--- config.mk ---
export PLATFORM = sky130hd
export DESIGN_NAME = lbc_mem
export DESIGN_NICKNAME = d
export VERILOG_FILES = /design/src/sv/lbc_mem.sv
export SDC_FILE = /design/constraint.sdc
export NUM_CORES = 1
export LEC_CHECK = 0
export CAP_MARGIN = 10
export CORE_UTILIZATION = 57
export CTS_CLUSTER_DIAMETER = 200
export DETAILED_ROUTE_END_ITERATION = 8
export DONT_BUFFER_PORTS = 1
export PLACE_DENSITY = 0.75
export RECOVER_POWER = 100
export SYNTH_ARGS = -nofsm -noshare
export SYNTH_HDL_FRONTEND = slang
export SYNTH_SLANG_ARGS = --single-unit
--- constraint.sdc ---
create_clock -name clk -period 9.35 [get_ports clk]
set_clock_uncertainty 0.1 [all_clocks]
set_input_delay 0.935 -clock clk [delete_from_list [all_inputs] [get_ports clk]]
set_output_delay 0.935 -clock clk [all_outputs]
set_load 0.01 [all_outputs]
--- src/sv/lbc_mem.sv ---
// Entry memory of the block cache: one write port, one read port, registered read.
// No dependencies.
module lbc_mem #(
  parameter int DEPTH = 16,
  parameter int WIDTH = 112
) (
  input  logic                     clk,
  input  logic                     we,
  input  logic [$clog2(DEPTH)-1:0] waddr,
  input  logic [WIDTH-1:0]         wdata,
  input  logic [$clog2(DEPTH)-1:0] raddr,
  output logic [WIDTH-1:0]         rdata
);

  logic [WIDTH-1:0] mem [DEPTH];

  always_ff @(posedge clk) begin
    if (we) begin
      mem[waddr] <= wdata;
    end
    rdata <= mem[raddr];
  end

endmodule

==> results.md <==
- Yosys cell types: 18
- WHS: 0.1468 ns
- Switching pwr: 3.381 mW
- # Post-CTS Setup Buffers: 0
- PortBufs: 0
- DRT Wirelength: 145000 µm
- Number of global-route vias before repair: 31610
- Die X: 350.4 µm
- # clock sinks: 1904
- I/O Pins: 234
- Final hold violation count: 0
- Starting Density: 57.58%
- Final HPWL DP: 64390 µm
- Yosys top cell area share: 77.80%
- Leak: 23.90 nW
- Capture point of the worst reg-to-reg path: rdata[81]
- CTS buffer count: 181
- WHS Path Cells: 0
- Minimum clock period: 5.707 ns
- Syn Nets: 2986
- Layout overhead on the synthesized area: 10.60%
- Unrepaired setup endpoints after global routing: no
- Post-synthesis sequential area ratio: 81.04%
- Switching Share: 19.60%
- Comb pwr share: 2.9%
- DR iter-0 viols: 2923
- Worst-path clk slew: 0.06 ns
- H-tree depth: 4
- Crit end category: register
- First-pass GRT wire length: 210800 µm
- Via-per-instance ratio: 6.388
- Placed cells: 4355
- CP arrival: 5.90 ns
- Die area: 122700 µm²
- Max_slew headroom: -199.2%
- Required time of the worst setup path: 9.54 ns
- Synth area leader: edfxtp_1
- Cell Int Power: 13.87 mW
- Post-synthesis register bit count: 1904
- Tot GR Track Use: 23.91%
- Crit Path Category: input pin to register
- Critical path launch point type: input pin
- Reg2reg path depth: 3
- Worst-Margin Slew: 4.488 ns
- Ys Warns: 0
- Max rail drop VDD: 160.0 µV
- HP Start: wdata[85]
- CTS tree: done
- Synthesized area per cell: 24.15 µm²
- Achievable Freq: 175.2 MHz
- Max-cap violation count: 15
- Pre-Repair DR Iteration Count: 6
- Pre-CTS setup slack: 5.383 ns
- Final Max Slew Viols: 1242
- Worst r2r src: mem[1][81]
- Reg power frac: 56.1%
- Period utilisation layout: 61.03%
- Final std cells w/o fill: 4696
- Final Net Count: 3048
- Final ANT Viol Nets: 0
- Synthesized instance count: 2864
- Violated checks: max-capacitance violations, max-slew violations
- Critical-path maximum fanout: 50
- Clock share of power: 41.0%
- Power density cells: 225.5 nW/µm²
- Total global routing overflow: 0
- Setup TNS: 0 ns
- Num rows: 127
- Leading post-synthesis cells by cell area: edfxtp_1, mux4_2, dfxtp_1
- Status: complete, but fails checks
- Hold crit path type: input pin to register
- Die H: 350.4 µm
- Root buf cell: clkbuf_16
- Vias: 30000
- Remaining DRCs: 0
- Wire per inst: 30.87 µm
- Maximum clock insertion buffer count: 3
- Fraction of layout cells with a size suffix above 1: 23.72%
- Synth Cell Area: 69170 µm²
- Largest net degree at the start of global routing: 449
- Placer Congestion: 0.7186
- Clock Latency Late Sink: 0.78 ns
- R2r setup slk: 7.68 ns
- Worst hold endpoint: mem[12][85]
- Final worst slack: 3.643 ns
- CTS resizes: 0
- Endpoints failing setup: 0
- Initial antenna violation count: 0
- Cts hold-fix bufs: 0
- Core area: 120100 µm²
==> cells in the mapped netlist <==
cell and n:
buf_4 32, buf_1 35, buf_2 12, nand2b_1 2, nor2_1 13, and2_1 1, dfxtp_1 112, mux4_2 448
edfxtp_1 1792, nand3_1 1, or3b_2 1, clkbuf_1 57, nor3_1 4, nand3b_1 2, buf_6 13, nor2b_1 2
nand2_1 113, a22oi_1 224
==> layer usage <==
layer | global-route usage, % | vias to the layer above | share of wire (%) | wire length [µm]
met5 | 0 | - | 0 | 0
li1 | - | 12410 | - | -
met4 | 6.577 | 0 | 2.1 | 3028
met1 | 29.95 | 16120 | 37 | 53050
met3 | 5.397 | 198 | 8.0 | 11550
met2 | 42.11 | 1273 | 53 | 77330
==> worst max path at each step <==
stage | startpoint | endpoint | depth (start not counted)
floorplan | waddr[2] | mem[1][0] | 2
global placement | waddr[2] | mem[2][18] | 4
detailed placement | waddr[2] | mem[2][19] | 4
CTS | waddr[2] | mem[2][15] | 4
global route | waddr[2] | mem[11][103] | 3
finish | waddr[2] | mem[9][16] | 3
==> cell usage in the layout, fill, tap and decap left out, drive strengths merged <==
cell      netlist  routed
nor2           13      13
clkinvlp        0       4
clkinv          0      65
clkbuf         57     264
nand2b          2       2
nand2         113     113
nor3            4       4
nor2b           2       2
inv             0       8
or3b            1       1
dfxtp         112     112
buf            92      17
mux4          448     448
nand3           1       1
diode           0       2
and2            1       1
bufinv          0       9
a22oi         224     224
edfxtp       1792    1792
nand3b          2       2
==> cells by family (layout without fill, tap and decap cells) <==
logic type	Yosys count	count (layout)	synth area share, %
muxes	448	448	14.59
buffers and inverters	149	367	1.145
and+or+nand+nor	139	139	0.7995
other	0	2	0
AOI/OAI and AO/OA	224	224	2.431
DFF	1904	1904	81.04
==> power by group through the flow <==
stage / Sequential, mW / Clock (mW) / Combinational [mW]
after floorplan: 9.81 / 0 / 0.453
after detailed placement: 9.86 / 0 / 0.476
after global placement: 9.84 / 0 / 0.471
final: 9.68 / 7.07 / 0.501
after global routing: 9.69 / 7.47 / 0.503
after CTS: 9.68 / 7.17 / 0.484
==> critical path: stages <==
cell and delay, ns:
nand3b_1 0.23, nor2_1 1.71, clkbuf_1 2.86
==> registers in the layout (all words and copies together) (netlist names) <==
register	count
mem	1792
rdata	112
==> stage by stage <==
stage | util (%) | power, mW | instance area (µm²)
finish | 63.68 | 17.25 | 76500
global route | 63.68 | 17.67 | 76500
CTS | 63.83 | 17.33 | 76680
detailed placement | 59.03 | 10.33 | 70920
global placement | 59.03 | 10.31 | 70920
floorplan | - | 10.26 | 69190
==> layout make-up <==
type	instances	area [µm²]
Timing Repair Buffer	28	296.5
Antenna cell	2	5.005
Fill cell	7550	43630
Clock buffer	253	5059
Sequential cell	1904	56050
Clock inverter	86	705.7
Tap cell	1612	2017
Multi-Input combinational cell	811	12360
(Power assumes the default switching activity.)
